--- src/mctm_pkg.sv ---
// Shared types, codes and command/status structs of the method cache tag manager.
`default_nettype none
package mctm_pkg;

  localparam int unsigned ADDR_W     = 32;
  localparam int unsigned BYTES_W    = 16;
  localparam int unsigned CNT_W      = 5;
  localparam int unsigned BSL_W      = 4;
  localparam int unsigned CFG_IDX_W  = 2;
  localparam int unsigned CFG_DATA_W = 5;
  localparam int unsigned SLACK_WORDS = 3;
  localparam int unsigned WORD_BYTES  = 4;

  typedef enum logic [1:0] {
    OP_LOAD  = 2'd0,
    OP_FETCH = 2'd1,
    OP_FLUSH = 2'd2,
    OP_INIT  = 2'd3
  } op_e;

  typedef enum logic [1:0] {
    MISS_NONE = 2'd0,
    MISS_COLD = 2'd1,
    MISS_CAP  = 2'd2,
    MISS_TAG  = 2'd3
  } miss_e;

  typedef enum logic [1:0] {
    ERR_NONE  = 2'd0,
    ERR_SIZE  = 2'd1,
    ERR_FETCH = 2'd2
  } err_e;

  typedef enum logic [1:0] {
    CFG_BLOCKS    = 2'd0,
    CFG_MAX_METH  = 2'd1,
    CFG_BLK_LOG2  = 2'd2,
    CFG_FIFO_MODE = 2'd3
  } cfg_idx_e;

  typedef enum logic [3:0] {
    ST_IDLE, ST_DISPATCH, ST_SCAN, ST_SCAN_W, ST_MISS, ST_EVICT, ST_EVICT_W,
    ST_SHIFT, ST_SHIFT_W, ST_WR0, ST_FCHK, ST_FL_A, ST_FL_B, ST_FIN, ST_FIN_W
  } state_e;

  typedef enum logic [2:0] {
    RD_K, RD_K_M1, RD_HELD_M1, RD_ACT, RD_ZERO
  } rd_sel_e;

  typedef enum logic [1:0] {
    WA_K, WA_ZERO, WA_ACT
  } wa_sel_e;

  typedef enum logic {
    WD_RDATA, WD_TEMP
  } wd_sel_e;

  typedef enum logic [1:0] {
    K_KEEP, K_INC, K_DEC, K_HELD
  } k_op_e;

  typedef enum logic [1:0] {
    TL_KEEP, TL_RDATA, TL_NEW
  } temp_sel_e;

  typedef enum logic [1:0] {
    ACT_KEEP, ACT_K, ACT_ZERO
  } act_op_e;

  typedef struct packed {
    logic [ADDR_W-1:0]  base;
    logic [CNT_W-1:0]   blocks;
    logic [BYTES_W-1:0] bytes;
  } entry_t;

  typedef struct packed {
    logic      ld_item;
    logic      rd_en;
    rd_sel_e   rd_sel;
    logic      wr_en;
    wa_sel_e   wa_sel;
    wd_sel_e   wd_sel;
    k_op_e     k_op;
    temp_sel_e temp_sel;
    act_op_e   act_op;
    logic      set_hit;
    logic      cap_ld;
    logic      evict;
    logic      commit;
    logic      err_size;
    logic      err_fetch;
    logic      fchk;
    logic      out_ld;
  } cmd_t;

  typedef struct packed {
    op_e  op;
    logic k_eq_held;
    logic k_zero;
    logic base_match;
    logic need_bad;
    logic evict_more;
    logic held_zero;
    logic held_ge2;
    logic fifo;
    logic act_zero;
    logic out_busy;
  } sts_t;

endpackage
`default_nettype wire

--- src/mctm_if.sv ---
// Valid/ready channel interfaces for items and results.
`default_nettype none
interface mctm_in_if;
  logic                          valid;
  logic                          ready;
  mctm_pkg::op_e                 op;
  logic [mctm_pkg::ADDR_W-1:0]   target_address;
  logic [mctm_pkg::BYTES_W-1:0]  method_bytes;
  modport source (output valid, op, target_address, method_bytes, input ready);
  modport sink   (input valid, op, target_address, method_bytes, output ready);
endinterface

interface mctm_out_if;
  logic                         valid;
  logic                         ready;
  logic                         hit;
  logic [1:0]                   miss_kind;
  logic [mctm_pkg::CNT_W-1:0]   ev_methods;
  logic [mctm_pkg::CNT_W-1:0]   ev_blocks;
  logic [1:0]                   error_code;
  logic [mctm_pkg::ADDR_W-1:0]  active_base;
  logic [mctm_pkg::CNT_W-1:0]   active_count;
  logic [mctm_pkg::CNT_W-1:0]   blocks_used;
  modport source (output valid, hit, miss_kind, ev_methods, ev_blocks, error_code,
                  active_base, active_count, blocks_used, input ready);
  modport sink   (input valid, hit, miss_kind, ev_methods, ev_blocks, error_code,
                  active_base, active_count, blocks_used, output ready);
endinterface
`default_nettype wire

--- src/mctm_ram.sv ---
// Generic single-write, single-read RAM with registered read data.
`default_nettype none
module mctm_ram #(
  parameter int unsigned WIDTH = 8,
  parameter int unsigned DEPTH = 16
) (
  input  wire logic                     clk_i,
  input  wire logic                     we_i,
  input  wire logic [$clog2(DEPTH)-1:0] waddr_i,
  input  wire logic [WIDTH-1:0]         wdata_i,
  input  wire logic                     re_i,
  input  wire logic [$clog2(DEPTH)-1:0] raddr_i,
  output      logic [WIDTH-1:0]         rdata_o
);
  logic [WIDTH-1:0] mem [DEPTH];

  always_ff @(posedge clk_i) begin
    if (we_i) begin
      mem[waddr_i] <= wdata_i;
    end
    if (re_i) begin
      rdata_o <= mem[raddr_i];
    end
  end
endmodule
`default_nettype wire

--- src/mctm_ctrl.sv ---
// Sequencer: walks the table for lookup, eviction, entry shifting and flush.
`default_nettype none
module mctm_ctrl (
  input  wire logic           clk_i,
  input  wire logic           rst_ni,
  input  wire logic           in_valid_i,
  output      logic           in_ready_o,
  input  wire mctm_pkg::sts_t sts_i,
  output      mctm_pkg::cmd_t cmd_o
);
  mctm_pkg::state_e state_q, state_d;

  always_ff @(posedge clk_i or negedge rst_ni) begin
    if (!rst_ni) begin
      state_q <= mctm_pkg::ST_IDLE;
    end else begin
      state_q <= state_d;
    end
  end

  always_comb begin
    state_d    = state_q;
    in_ready_o = 1'b0;
    cmd_o      = '0;
    cmd_o.rd_sel   = mctm_pkg::RD_K;
    cmd_o.wa_sel   = mctm_pkg::WA_K;
    cmd_o.wd_sel   = mctm_pkg::WD_RDATA;
    cmd_o.k_op     = mctm_pkg::K_KEEP;
    cmd_o.temp_sel = mctm_pkg::TL_KEEP;
    cmd_o.act_op   = mctm_pkg::ACT_KEEP;
    case (state_q)
      mctm_pkg::ST_IDLE: begin
        in_ready_o = 1'b1;
        if (in_valid_i) begin
          cmd_o.ld_item = 1'b1;
          state_d = mctm_pkg::ST_DISPATCH;
        end
      end
      mctm_pkg::ST_DISPATCH: begin
        case (sts_i.op)
          mctm_pkg::OP_LOAD: state_d = mctm_pkg::ST_SCAN;
          mctm_pkg::OP_FETCH: begin
            if (sts_i.held_zero) begin
              cmd_o.err_fetch = 1'b1;
              state_d = mctm_pkg::ST_FIN;
            end else begin
              cmd_o.rd_en  = 1'b1;
              cmd_o.rd_sel = mctm_pkg::RD_ACT;
              state_d = mctm_pkg::ST_FCHK;
            end
          end
          mctm_pkg::OP_FLUSH: begin
            if (!sts_i.held_ge2) begin
              state_d = mctm_pkg::ST_FIN;
            end else begin
              cmd_o.rd_en  = 1'b1;
              cmd_o.rd_sel = mctm_pkg::RD_ACT;
              state_d = mctm_pkg::ST_FL_A;
            end
          end
          default: begin
            if (sts_i.need_bad) begin
              cmd_o.err_size = 1'b1;
              state_d = mctm_pkg::ST_FIN;
            end else begin
              cmd_o.temp_sel = mctm_pkg::TL_NEW;
              state_d = mctm_pkg::ST_WR0;
            end
          end
        endcase
      end
      mctm_pkg::ST_SCAN: begin
        if (sts_i.k_eq_held) begin
          state_d = mctm_pkg::ST_MISS;
        end else begin
          cmd_o.rd_en  = 1'b1;
          cmd_o.rd_sel = mctm_pkg::RD_K;
          state_d = mctm_pkg::ST_SCAN_W;
        end
      end
      mctm_pkg::ST_SCAN_W: begin
        if (sts_i.base_match) begin
          cmd_o.set_hit = 1'b1;
          if (sts_i.fifo) begin
            cmd_o.act_op = mctm_pkg::ACT_K;
            state_d = mctm_pkg::ST_FIN;
          end else begin
            // LRU: pull the hit entry to the front
            cmd_o.act_op   = mctm_pkg::ACT_ZERO;
            cmd_o.temp_sel = mctm_pkg::TL_RDATA;
            state_d = mctm_pkg::ST_SHIFT;
          end
        end else begin
          cmd_o.k_op = mctm_pkg::K_INC;
          state_d = mctm_pkg::ST_SCAN;
        end
      end
      mctm_pkg::ST_MISS: begin
        if (sts_i.need_bad) begin
          cmd_o.err_size = 1'b1;
          state_d = mctm_pkg::ST_FIN;
        end else begin
          cmd_o.cap_ld = 1'b1;
          state_d = mctm_pkg::ST_EVICT;
        end
      end
      mctm_pkg::ST_EVICT: begin
        if (sts_i.evict_more) begin
          cmd_o.rd_en  = 1'b1;
          cmd_o.rd_sel = mctm_pkg::RD_HELD_M1;
          state_d = mctm_pkg::ST_EVICT_W;
        end else begin
          cmd_o.temp_sel = mctm_pkg::TL_NEW;
          cmd_o.k_op     = mctm_pkg::K_HELD;
          state_d = mctm_pkg::ST_SHIFT;
        end
      end
      mctm_pkg::ST_EVICT_W: begin
        cmd_o.evict = 1'b1;
        state_d = mctm_pkg::ST_EVICT;
      end
      mctm_pkg::ST_SHIFT: begin
        if (sts_i.k_zero) begin
          state_d = mctm_pkg::ST_WR0;
        end else begin
          cmd_o.rd_en  = 1'b1;
          cmd_o.rd_sel = mctm_pkg::RD_K_M1;
          state_d = mctm_pkg::ST_SHIFT_W;
        end
      end
      mctm_pkg::ST_SHIFT_W: begin
        cmd_o.wr_en  = 1'b1;
        cmd_o.wa_sel = mctm_pkg::WA_K;
        cmd_o.wd_sel = mctm_pkg::WD_RDATA;
        cmd_o.k_op   = mctm_pkg::K_DEC;
        state_d = mctm_pkg::ST_SHIFT;
      end
      mctm_pkg::ST_WR0: begin
        cmd_o.wr_en  = 1'b1;
        cmd_o.wa_sel = mctm_pkg::WA_ZERO;
        cmd_o.wd_sel = mctm_pkg::WD_TEMP;
        cmd_o.commit = 1'b1;
        state_d = mctm_pkg::ST_FIN;
      end
      mctm_pkg::ST_FCHK: begin
        cmd_o.fchk = 1'b1;
        state_d = mctm_pkg::ST_FIN;
      end
      mctm_pkg::ST_FL_A: begin
        // temp holds the active entry; fetch slot 0 to swap it out
        cmd_o.temp_sel = mctm_pkg::TL_RDATA;
        if (sts_i.act_zero) begin
          state_d = mctm_pkg::ST_WR0;
        end else begin
          cmd_o.rd_en  = 1'b1;
          cmd_o.rd_sel = mctm_pkg::RD_ZERO;
          state_d = mctm_pkg::ST_FL_B;
        end
      end
      mctm_pkg::ST_FL_B: begin
        cmd_o.wr_en  = 1'b1;
        cmd_o.wa_sel = mctm_pkg::WA_ACT;
        cmd_o.wd_sel = mctm_pkg::WD_RDATA;
        state_d = mctm_pkg::ST_WR0;
      end
      mctm_pkg::ST_FIN: begin
        cmd_o.rd_en  = !sts_i.held_zero;
        cmd_o.rd_sel = mctm_pkg::RD_ACT;
        state_d = mctm_pkg::ST_FIN_W;
      end
      mctm_pkg::ST_FIN_W: begin
        if (!sts_i.out_busy) begin
          cmd_o.out_ld = 1'b1;
          state_d = mctm_pkg::ST_IDLE;
        end
      end
      default: state_d = mctm_pkg::ST_IDLE;
    endcase
  end
endmodule
`default_nettype wire

--- src/mctm_datapath.sv ---
// Table RAM, counters, size arithmetic, bound check and result register.
`default_nettype none
module mctm_datapath #(
  parameter int unsigned TABLE_ENTRIES = 16,
  parameter int unsigned FETCH_SLOTS   = 2
) (
  input  wire logic                          clk_i,
  input  wire logic                          rst_ni,
  input  wire logic [mctm_pkg::CNT_W-1:0]    blocks_in_use_i,
  input  wire logic [mctm_pkg::CNT_W-1:0]    max_methods_i,
  input  wire logic [mctm_pkg::BSL_W-1:0]    block_size_log2_i,
  input  wire logic                          fifo_mode_i,
  input  wire mctm_pkg::op_e                 op_i,
  input  wire logic [mctm_pkg::ADDR_W-1:0]   target_address_i,
  input  wire logic [mctm_pkg::BYTES_W-1:0]  method_bytes_i,
  input  wire mctm_pkg::cmd_t                cmd_i,
  output      mctm_pkg::sts_t                sts_o,
  output      logic                          out_valid_o,
  input  wire logic                          out_ready_i,
  output      logic                          hit_o,
  output      logic [1:0]                    miss_kind_o,
  output      logic [mctm_pkg::CNT_W-1:0]    ev_methods_o,
  output      logic [mctm_pkg::CNT_W-1:0]    ev_blocks_o,
  output      logic [1:0]                    error_code_o,
  output      logic [mctm_pkg::ADDR_W-1:0]   active_base_o,
  output      logic [mctm_pkg::CNT_W-1:0]    active_count_o,
  output      logic [mctm_pkg::CNT_W-1:0]    blocks_used_o
);
  localparam int unsigned IW = $clog2(TABLE_ENTRIES);
  localparam int unsigned KW = $clog2(TABLE_ENTRIES + 1);
  localparam int unsigned XW = (KW > mctm_pkg::CNT_W) ? KW : mctm_pkg::CNT_W;
  localparam int unsigned FW = mctm_pkg::ADDR_W + 2;
  localparam int unsigned SLACK = mctm_pkg::WORD_BYTES * FETCH_SLOTS * mctm_pkg::SLACK_WORDS;
  localparam int unsigned NW = mctm_pkg::BYTES_W + 1;

  mctm_pkg::op_e                op_q;
  logic [mctm_pkg::ADDR_W-1:0]  addr_q;
  logic [mctm_pkg::BYTES_W-1:0] bytes_q;
  logic [mctm_pkg::CNT_W-1:0]   held_q, hblk_q, evm_q, evb_q;
  logic [IW-1:0]                act_q;
  logic [KW-1:0]                k_q;
  mctm_pkg::entry_t             temp_q, rdata;
  logic                         hit_q, cap_q;
  logic [1:0]                   kind_q, err_q;

  // size to blocks
  logic [NW-1:0]              need_w;
  logic [mctm_pkg::CNT_W-1:0] need;
  logic                       need_bad;
  assign need_w   = ((NW'(bytes_q) - NW'(1)) >> block_size_log2_i) + NW'(1);
  assign need     = need_w[mctm_pkg::CNT_W-1:0];
  assign need_bad = (bytes_q == '0) || (need_w > NW'(blocks_in_use_i));

  logic [mctm_pkg::CNT_W:0]   hsum;
  logic [mctm_pkg::CNT_W-1:0] lim_m;
  logic [XW-1:0]              lim;
  logic                       evict_more;
  assign hsum  = (mctm_pkg::CNT_W+1)'(hblk_q) + (mctm_pkg::CNT_W+1)'(need);
  assign lim_m = (max_methods_i != '0) ? max_methods_i : blocks_in_use_i;
  assign lim   = (XW'(lim_m) > XW'(TABLE_ENTRIES)) ? XW'(TABLE_ENTRIES) : XW'(lim_m);
  assign evict_more = (held_q != '0) &&
                      ((hsum > (mctm_pkg::CNT_W+1)'(blocks_in_use_i)) || (XW'(held_q) >= lim));

  logic [IW-1:0] act_raw, act_idx;
  assign act_raw = fifo_mode_i ? act_q : '0;
  assign act_idx = (XW'(act_raw) < XW'(held_q)) ? act_raw : '0;

  // table RAM
  logic [IW-1:0]    raddr, waddr;
  mctm_pkg::entry_t wdata;
  always_comb begin
    case (cmd_i.rd_sel)
      mctm_pkg::RD_K:       raddr = IW'(k_q);
      mctm_pkg::RD_K_M1:    raddr = IW'(k_q - KW'(1));
      mctm_pkg::RD_HELD_M1: raddr = IW'(held_q - mctm_pkg::CNT_W'(1));
      mctm_pkg::RD_ACT:     raddr = act_idx;
      default:              raddr = '0;
    endcase
    case (cmd_i.wa_sel)
      mctm_pkg::WA_K:   waddr = IW'(k_q);
      mctm_pkg::WA_ACT: waddr = act_idx;
      default:          waddr = '0;
    endcase
    wdata = (cmd_i.wd_sel == mctm_pkg::WD_TEMP) ? temp_q : rdata;
  end

  mctm_ram #(
    .WIDTH($bits(mctm_pkg::entry_t)),
    .DEPTH(TABLE_ENTRIES)
  ) u_table (
    .clk_i   (clk_i),
    .we_i    (cmd_i.wr_en),
    .waddr_i (waddr),
    .wdata_i (wdata),
    .re_i    (cmd_i.rd_en),
    .raddr_i (raddr),
    .rdata_o (rdata)
  );

  // fetch bounds, no wraparound
  logic [FW-1:0] lo, hi, fa;
  assign lo = FW'(rdata.base);
  assign hi = lo + FW'(rdata.bytes) + FW'(SLACK);
  assign fa = FW'(addr_q);

  // payload-only registers
  always_ff @(posedge clk_i) begin
    if (cmd_i.ld_item) begin
      op_q    <= op_i;
      addr_q  <= target_address_i;
      bytes_q <= method_bytes_i;
    end
    case (cmd_i.temp_sel)
      mctm_pkg::TL_RDATA: temp_q <= rdata;
      mctm_pkg::TL_NEW:   temp_q <= '{base: addr_q, blocks: need, bytes: bytes_q};
      default:            temp_q <= temp_q;
    endcase
    if (cmd_i.cap_ld) begin
      cap_q <= hsum > (mctm_pkg::CNT_W+1)'(blocks_in_use_i);
    end
    if (cmd_i.out_ld) begin
      hit_o         <= hit_q;
      miss_kind_o   <= kind_q;
      ev_methods_o  <= evm_q;
      ev_blocks_o   <= evb_q;
      error_code_o  <= err_q;
      active_base_o <= (held_q == '0) ? '0 : rdata.base;
      active_count_o <= held_q;
      blocks_used_o <= hblk_q;
    end
  end

  always_ff @(posedge clk_i or negedge rst_ni) begin
    if (!rst_ni) begin
      held_q      <= '0;
      hblk_q      <= '0;
      act_q       <= '0;
      k_q         <= '0;
      evm_q       <= '0;
      evb_q       <= '0;
      hit_q       <= 1'b0;
      kind_q      <= mctm_pkg::MISS_NONE;
      err_q       <= mctm_pkg::ERR_NONE;
      out_valid_o <= 1'b0;
    end else begin
      if (cmd_i.ld_item) begin
        k_q    <= '0;
        evm_q  <= '0;
        evb_q  <= '0;
        hit_q  <= 1'b0;
        kind_q <= mctm_pkg::MISS_NONE;
        err_q  <= mctm_pkg::ERR_NONE;
      end
      case (cmd_i.k_op)
        mctm_pkg::K_INC:  k_q <= k_q + KW'(1);
        mctm_pkg::K_DEC:  k_q <= k_q - KW'(1);
        mctm_pkg::K_HELD: k_q <= KW'(held_q);
        default: ;
      endcase
      case (cmd_i.act_op)
        mctm_pkg::ACT_K:    act_q <= IW'(k_q);
        mctm_pkg::ACT_ZERO: act_q <= '0;
        default: ;
      endcase
      if (cmd_i.set_hit) begin
        hit_q <= 1'b1;
      end
      if (cmd_i.err_size) begin
        err_q <= mctm_pkg::ERR_SIZE;
      end
      if (cmd_i.err_fetch || (cmd_i.fchk && ((fa < lo) || (hi <= fa)))) begin
        err_q <= mctm_pkg::ERR_FETCH;
      end
      if (cmd_i.evict) begin
        evm_q  <= evm_q + mctm_pkg::CNT_W'(1);
        evb_q  <= evb_q + rdata.blocks;
        hblk_q <= (hblk_q >= rdata.blocks) ? hblk_q - rdata.blocks : '0;
        held_q <= held_q - mctm_pkg::CNT_W'(1);
      end
      if (cmd_i.commit) begin
        case (op_q)
          mctm_pkg::OP_LOAD: begin
            if (!hit_q) begin
              held_q <= held_q + mctm_pkg::CNT_W'(1);
              hblk_q <= hblk_q + need;
              act_q  <= '0;
              kind_q <= (evm_q == '0) ? mctm_pkg::MISS_COLD :
                        (cap_q ? mctm_pkg::MISS_CAP : mctm_pkg::MISS_TAG);
            end
          end
          mctm_pkg::OP_FLUSH: begin
            held_q <= mctm_pkg::CNT_W'(1);
            hblk_q <= temp_q.blocks;
            act_q  <= '0;
          end
          mctm_pkg::OP_INIT: begin
            held_q <= mctm_pkg::CNT_W'(1);
            hblk_q <= need;
            act_q  <= '0;
          end
          default: ;
        endcase
      end
      if (cmd_i.out_ld) begin
        out_valid_o <= 1'b1;
      end else if (out_ready_i) begin
        out_valid_o <= 1'b0;
      end
    end
  end

  assign sts_o.op         = op_q;
  assign sts_o.k_eq_held  = XW'(k_q) == XW'(held_q);
  assign sts_o.k_zero     = k_q == '0;
  assign sts_o.base_match = rdata.base == addr_q;
  assign sts_o.need_bad   = need_bad;
  assign sts_o.evict_more = evict_more;
  assign sts_o.held_zero  = held_q == '0;
  assign sts_o.held_ge2   = held_q >= mctm_pkg::CNT_W'(2);
  assign sts_o.fifo       = fifo_mode_i;
  assign sts_o.act_zero   = act_idx == '0;
  assign sts_o.out_busy   = out_valid_o && !out_ready_i;
endmodule
`default_nettype wire

--- src/method_cache_tag_manager.sv ---
// Top level of the method cache tag manager: config registers, sequencer, datapath.
// Usage:
//   in_if  : one transfer per operation (load method, fetch check, flush, initialize).
//   out_if : exactly one result transfer per accepted operation, in order.
//   cfg    : cfg_we_i writes cfg_wdata_i into register cfg_idx_i (0 blocks in use,
//            1 max methods, 2 log2 block bytes, 3 FIFO mode); write only while idle.
// Sequence: a load scans the table from slot 0; a miss evicts from the tail, shifts
//   the held entries down and writes the new one to slot 0; an LRU hit shifts the
//   hit entry to the front. The sequencer returns to idle before it takes the next
//   transfer.
// One operation is handled at a time; in_if.ready is high only when the sequencer
// is idle. A finished result sits in the output register, so the next operation
// is taken while it waits; the sequencer then holds its own result until out_if
// frees. Reset empties the table (count and block total cleared), restores
// register defaults and drops any pending result. Table contents are not cleared.
`default_nettype none
module method_cache_tag_manager #(
  parameter int unsigned TABLE_ENTRIES = 16,
  parameter int unsigned FETCH_SLOTS   = 2
) (
  input  wire logic                              clk_i,
  input  wire logic                              rst_ni,
  input  wire logic                              cfg_we_i,
  input  wire logic [mctm_pkg::CFG_IDX_W-1:0]    cfg_idx_i,
  input  wire logic [mctm_pkg::CFG_DATA_W-1:0]   cfg_wdata_i,
  mctm_in_if.sink                                in_if,
  mctm_out_if.source                             out_if
);
  logic [mctm_pkg::CNT_W-1:0] blocks_in_use_q, max_methods_q;
  logic [mctm_pkg::BSL_W-1:0] block_size_log2_q;
  logic                       fifo_mode_q;

  always_ff @(posedge clk_i or negedge rst_ni) begin
    if (!rst_ni) begin
      blocks_in_use_q   <= mctm_pkg::CNT_W'(16);
      max_methods_q     <= mctm_pkg::CNT_W'(16);
      block_size_log2_q <= mctm_pkg::BSL_W'(5);
      fifo_mode_q       <= 1'b0;
    end else if (cfg_we_i) begin
      case (cfg_idx_i)
        mctm_pkg::CFG_BLOCKS:   blocks_in_use_q   <= cfg_wdata_i[mctm_pkg::CNT_W-1:0];
        mctm_pkg::CFG_MAX_METH: max_methods_q     <= cfg_wdata_i[mctm_pkg::CNT_W-1:0];
        mctm_pkg::CFG_BLK_LOG2: block_size_log2_q <= cfg_wdata_i[mctm_pkg::BSL_W-1:0];
        default:                fifo_mode_q       <= cfg_wdata_i[0];
      endcase
    end
  end

  mctm_pkg::cmd_t cmd;
  mctm_pkg::sts_t sts;

  mctm_ctrl u_ctrl (
    .clk_i      (clk_i),
    .rst_ni     (rst_ni),
    .in_valid_i (in_if.valid),
    .in_ready_o (in_if.ready),
    .sts_i      (sts),
    .cmd_o      (cmd)
  );

  mctm_datapath #(
    .TABLE_ENTRIES (TABLE_ENTRIES),
    .FETCH_SLOTS   (FETCH_SLOTS)
  ) u_dp (
    .clk_i             (clk_i),
    .rst_ni            (rst_ni),
    .blocks_in_use_i   (blocks_in_use_q),
    .max_methods_i     (max_methods_q),
    .block_size_log2_i (block_size_log2_q),
    .fifo_mode_i       (fifo_mode_q),
    .op_i              (in_if.op),
    .target_address_i  (in_if.target_address),
    .method_bytes_i    (in_if.method_bytes),
    .cmd_i             (cmd),
    .sts_o             (sts),
    .out_valid_o       (out_if.valid),
    .out_ready_i       (out_if.ready),
    .hit_o             (out_if.hit),
    .miss_kind_o       (out_if.miss_kind),
    .ev_methods_o      (out_if.ev_methods),
    .ev_blocks_o       (out_if.ev_blocks),
    .error_code_o      (out_if.error_code),
    .active_base_o     (out_if.active_base),
    .active_count_o    (out_if.active_count),
    .blocks_used_o     (out_if.blocks_used)
  );

  // table occupancy never exceeds its depth
  assert property (@(posedge clk_i) disable iff (!rst_ni)
    out_if.valid |-> (32'(out_if.active_count) <= TABLE_ENTRIES))
    else $error("active_count beyond table depth");

  // a hit never reports a miss kind or evictions
  assert property (@(posedge clk_i) disable iff (!rst_ni)
    (out_if.valid && out_if.hit) |->
      (out_if.miss_kind == mctm_pkg::MISS_NONE && out_if.ev_methods == '0))
    else $error("hit with miss information");

  // evictions imply a capacity or tag-count miss
  assert property (@(posedge clk_i) disable iff (!rst_ni)
    (out_if.valid && out_if.ev_methods != '0) |->
      (out_if.miss_kind == mctm_pkg::MISS_CAP || out_if.miss_kind == mctm_pkg::MISS_TAG))
    else $error("evictions without matching miss kind");
endmodule
`default_nettype wire

--- src/flat_wrapper.sv ---
// flat-port wrapper written by rule: the top's interface ports become plain ports
module method_cache_tag_manager_flat 
#(
  parameter int unsigned TABLE_ENTRIES = 16,
  parameter int unsigned FETCH_SLOTS   = 2
)
  (clk_i, rst_ni, cfg_we_i, cfg_idx_i, cfg_wdata_i, in_if_valid, in_if_op, in_if_target_address, in_if_method_bytes, in_if_ready, out_if_valid, out_if_hit, out_if_miss_kind, out_if_ev_methods, out_if_ev_blocks, out_if_error_code, out_if_active_base, out_if_active_count, out_if_blocks_used, out_if_ready);
  mctm_in_if in_if_i ();
  mctm_out_if out_if_i ();
  input  wire logic clk_i;
  input  wire logic rst_ni;
  input  wire logic cfg_we_i;
  input  wire logic [mctm_pkg::CFG_IDX_W-1:0] cfg_idx_i;
  input  wire logic [mctm_pkg::CFG_DATA_W-1:0] cfg_wdata_i;
  input wire logic [$bits(in_if_i.valid)-1:0] in_if_valid;
  input wire logic [$bits(in_if_i.op)-1:0] in_if_op;
  input wire logic [$bits(in_if_i.target_address)-1:0] in_if_target_address;
  input wire logic [$bits(in_if_i.method_bytes)-1:0] in_if_method_bytes;
  output wire logic [$bits(in_if_i.ready)-1:0] in_if_ready;
  output wire logic [$bits(out_if_i.valid)-1:0] out_if_valid;
  output wire logic [$bits(out_if_i.hit)-1:0] out_if_hit;
  output wire logic [$bits(out_if_i.miss_kind)-1:0] out_if_miss_kind;
  output wire logic [$bits(out_if_i.ev_methods)-1:0] out_if_ev_methods;
  output wire logic [$bits(out_if_i.ev_blocks)-1:0] out_if_ev_blocks;
  output wire logic [$bits(out_if_i.error_code)-1:0] out_if_error_code;
  output wire logic [$bits(out_if_i.active_base)-1:0] out_if_active_base;
  output wire logic [$bits(out_if_i.active_count)-1:0] out_if_active_count;
  output wire logic [$bits(out_if_i.blocks_used)-1:0] out_if_blocks_used;
  input wire logic [$bits(out_if_i.ready)-1:0] out_if_ready;
  assign in_if_i.valid = in_if_valid;
  assign in_if_i.op = in_if_op;
  assign in_if_i.target_address = in_if_target_address;
  assign in_if_i.method_bytes = in_if_method_bytes;
  assign in_if_ready = in_if_i.ready;
  assign out_if_valid = out_if_i.valid;
  assign out_if_hit = out_if_i.hit;
  assign out_if_miss_kind = out_if_i.miss_kind;
  assign out_if_ev_methods = out_if_i.ev_methods;
  assign out_if_ev_blocks = out_if_i.ev_blocks;
  assign out_if_error_code = out_if_i.error_code;
  assign out_if_active_base = out_if_i.active_base;
  assign out_if_active_count = out_if_i.active_count;
  assign out_if_blocks_used = out_if_i.blocks_used;
  assign out_if_i.ready = out_if_ready;
  method_cache_tag_manager #(.TABLE_ENTRIES(TABLE_ENTRIES), .FETCH_SLOTS(FETCH_SLOTS)) u_core (.clk_i(clk_i), .rst_ni(rst_ni), .cfg_we_i(cfg_we_i), .cfg_idx_i(cfg_idx_i), .cfg_wdata_i(cfg_wdata_i), .in_if(in_if_i), .out_if(out_if_i));
endmodule
--- config.mk ---
export PLATFORM = sky130hd
export DESIGN_NAME = method_cache_tag_manager_flat
export DESIGN_NICKNAME = d
export VERILOG_FILES = /design/src/mctm_pkg.sv /design/src/mctm_if.sv /design/src/mctm_ram.sv /design/src/mctm_ctrl.sv /design/src/mctm_datapath.sv /design/src/method_cache_tag_manager.sv /design/src/flat_wrapper.sv
export SDC_FILE = /design/constraint.sdc
export NUM_CORES = 2
export LEC_CHECK = 0
export BUFFER_PORTS_ARGS = -buffer_cell sky130_fd_sc_hd__clkbuf_2
export CORE_ASPECT_RATIO = 2
export CORE_MARGIN = 3
export CORE_UTILIZATION = 46
export CTS_CLUSTER_SIZE = 28
export DETAILED_ROUTE_END_ITERATION = 12
export GPL_TIMING_DRIVEN = 0
export PLACE_DENSITY_LB_ADDON = 0.12
export SYNTH_ARGS = -nofsm -noshare
export SYNTH_HDL_FRONTEND = slang
export SYNTH_SLANG_ARGS = --single-unit
--- constraint.sdc ---
create_clock -name clk_i -period 7.73 [get_ports clk_i]
set_clock_uncertainty 0.2 [all_clocks]
set_input_delay 0.3865 -clock clk_i [delete_from_list [all_inputs] [get_ports clk_i]]
set_output_delay 0.3865 -clock clk_i [all_outputs]
set_load 0.005 [all_outputs]
==> flow_summary.ini <==
[critical_path]
worst-setup-path-type = reg -> reg
r2r_start = u_core.u_dp.bytes_q[10]$_DFFE_PP_
crit_fanout = 10
worst_path_max_delay_cell = or4_4
slowest_delay_ps = 580
ff2ff_setup_slack_ps = 90
r2r-end = u_core.u_dp.u_table.rdata_o[22]$_DFFE_PP_
worst-r2r-cell-count = 26
arrival_ps = 8010
end_kind = flop
critical_path_required_ps = 8100
start_kind = flop

[hold_path]
min_path_type = in -> async

[routing]
wire_per_inst_um = 30.2
drt-initial-drc-count = 3514
viasPerCell = 6.21
ant_nets = 0
num_vias = 35300
drc = 0
wl_um = 172000
first_pass_iters = 6

[placement]
port_buffers = 120
gp_congestion = 0.930
dpl.hpwl_um = 123000
place_area_um2 = 52700

[logic_synthesis]
synthArstFlopShare = 0.0484
synth_seq_cells = 1116
synth_ff_type = edfxtp_1
synth_edf_count = 1062
netlist_instances = 3836
syn-cell-area_um2 = 49100
synth_area_per_cell_um2 = 12.8
ys_warn_count = 0
ys_types = 87
yosysSeqAreaShare = 0.677
postSynthNetCount = 4047

[timing]
slew_viol_final = 0
hold_viol = 0
rsz0062_at_grt = yes
setup_tns_ps = 0
setup_viol = 0
worst_pin_slew_ps = 1380
period_needed_ps = 7640
slew_headroom = 0.0736
finalCritPeriodShare = 0.988
fmaxAchievable_mhz = 131

[floorplanning]
placementRows = 169
core_area_um2 = 106000
initial_core_util = 0.464
die_area_um2 = 111000
die_x_um = 237
io_pins = 121
die_h_um = 468

[clock_tree]
clk_latency_ps = 730
clock_sinks = 1116
clockBufferDepth = 3
cts_root_buf = clkbuf_16
cts_buffers = 100
clk_pin_slew_worst_paths_ps = 70
cts_tree = built
htree_levels = 3

[finish]
drive_gt1_frac = 0.177
fin_area_um2 = 58200
nets = 4435
area_delta_synth_final_pct = 18.5

[grt]
antenna_found_initial = 4
globalRouteMet1Util = 0.315
met2_usage = 0.561
grt_pass1_vias = 35500
grt_usage = 0.302
grt_max_degree = 55
met3_usage = 0.0408
grt_pass1_wl_um = 241000
grt-ovfl-total = 0
top_usage_layer = met2

[flow_run]
maxCapViolCount = 0

[run_status]
outcome = finished, final reports clean
[worst max-delay path, delay by kind of cell (launching register included)]
family | cells | cell delay (ps)
and+or+nand+nor | 7 | 2020
AOI/OAI and AO/OA | 9 | 2210
DFF | 1 | 430
buffers and inverters | 6 | 1280
xor gates and xnor gates | 1 | 170
adders and majority gates | 3 | 1140
[through the flow]
stage | setup WS (ps) | utilization | instances | hold WS (ps)
3_5_place_dp | -4040 | 0.498 | 5403 | 245
6_report | 90.6 | 0.549 | 5680 | 144
5_1_grt | -36.5 | 0.549 | 5676 | 181
3_3_place_gp | -4770 | 0.486 | 5324 | 236
2_1_floorplan | 72.9 | - | 3836 | -109
4_1_cts | -12.1 | 0.544 | 5665 | 131
[area by class of cell]
class / count / area, um2
Fill cell: 8937 / 47700
Sequential cell: 1116 / 33200
Multi-Input combinational cell: 2349 / 15400
Timing Repair Buffer: 294 / 2680
Clock buffer: 112 / 2570
Tap cell: 1368 / 1710
Buffer: 235 / 1400
Clock inverter: 74 / 729
Inverter: 128 / 483
Antenna cell: 4 / 10.0
[worst max-delay path by stage]
stage / startpoint / to / slack (ps) / cells after the start
final: u_core.u_dp.bytes_q[10]$_DFFE_PP_ / u_core.u_dp.u_table.rdata_o[22]$_DFFE_PP_ / 90 / 26
after global placement: u_core.u_dp.bytes_q[3]$_DFFE_PP_ / u_core.u_dp.u_table.rdata_o[3]$_DFFE_PP_ / -4770 / 25
after detailed placement: u_core.u_dp.bytes_q[0]$_DFFE_PP_ / u_core.u_dp.u_table.rdata_o[31]$_DFFE_PP_ / -4040 / 30
after CTS: u_core.u_dp.bytes_q[5]$_DFFE_PP_ / u_core.u_dp.u_table.rdata_o[22]$_DFFE_PP_ / -10 / 28
after global routing: u_core.u_dp.bytes_q[5]$_DFFE_PP_ / u_core.u_dp.u_table.rdata_o[50]$_DFFE_PP_ / -40 / 30
after floorplan: u_core.u_dp.bytes_q[0]$_DFFE_PP_ / u_core.u_dp.u_table.rdata_o[0]$_DFFE_PP_ / 70 / 21
[flip-flops by register name, summed over array words and instances (netlist names), 16 cells and up]
signal	flops
u_core.u_dp.u_table.rdata_o	53
u_core.u_dp.u_table.mem	848
u_core.u_dp.active_base_o	32
u_core.u_dp.temp_q	53
u_core.u_dp.bytes_q	16
u_core.u_dp.addr_q	32
[layer usage]
layer,part of all wire,vias up
met2,0.53,1567
li1,-,15400
met5,0.000093,-
met3,0.055,552
met4,0.080,2
met1,0.33,17800
[cells in the mapped netlist, drive strengths merged, types with 14 or more instances]
cell type / n / area (um2)
xnor2: 45 / 402
a221oi: 219 / 1920
ha: 145 / 1810
nand2: 600 / 2250
a21o: 43 / 323
xor2: 15 / 131
or4: 65 / 495
a211oi: 22 / 170
inv: 127 / 477
buf: 23 / 119
dfrtp: 50 / 1250
o21a: 14 / 105
mux2: 46 / 518
clkbuf: 220 / 826
o21ai: 148 / 756
edfxtp: 1062 / 31900
a21oi: 500 / 2500
and2: 14 / 87.6
nand2b: 22 / 138
nor3: 28 / 140
o31ai: 16 / 120
nor2b: 24 / 150
nand4: 21 / 131
nor2: 129 / 487
nand3: 41 / 205
[logic make-up (layout without fill, tap and decap cells)]
kind of cell	Yosys count	in the layout	share of synthesized area
other cells	0	4	0
buf+inv	371	843	0.0290
simple gates	1018	1018	0.0945
xor+xnor	60	60	0.0109
compound gates	1067	1067	0.138
mux	55	55	0.0124
fa+ha+maj	149	149	0.0386
flops	1116	1116	0.677
[timing repair]
item	CTS	global route
cloned	0	2
endpoints found under the setup margin	218	90
pin swaps	9	16
buffers inserted	15	9
hold buffers	69	0
resized for setup	285	161
hold endpoints to repair	118	0
[cell usage in the layout (no fill, tap or decap), types with 104 or more instances in the layout]
master | netlist | routed
ha_1 | 145 | 141
a21oi_1 | 500 | 468
nand2_1 | 600 | 597
a221oi_1 | 219 | 183
inv_1 | 127 | 124
nor2_1 | 128 | 108
clkbuf_16 | 0 | 104
edfxtp_1 | 1062 | 1062
clkbuf_2 | 0 | 184
o21ai_0 | 142 | 105
Power is not shown: default switching activity piles up to over one toggle a cycle in this logic, so the estimate is an artifact.
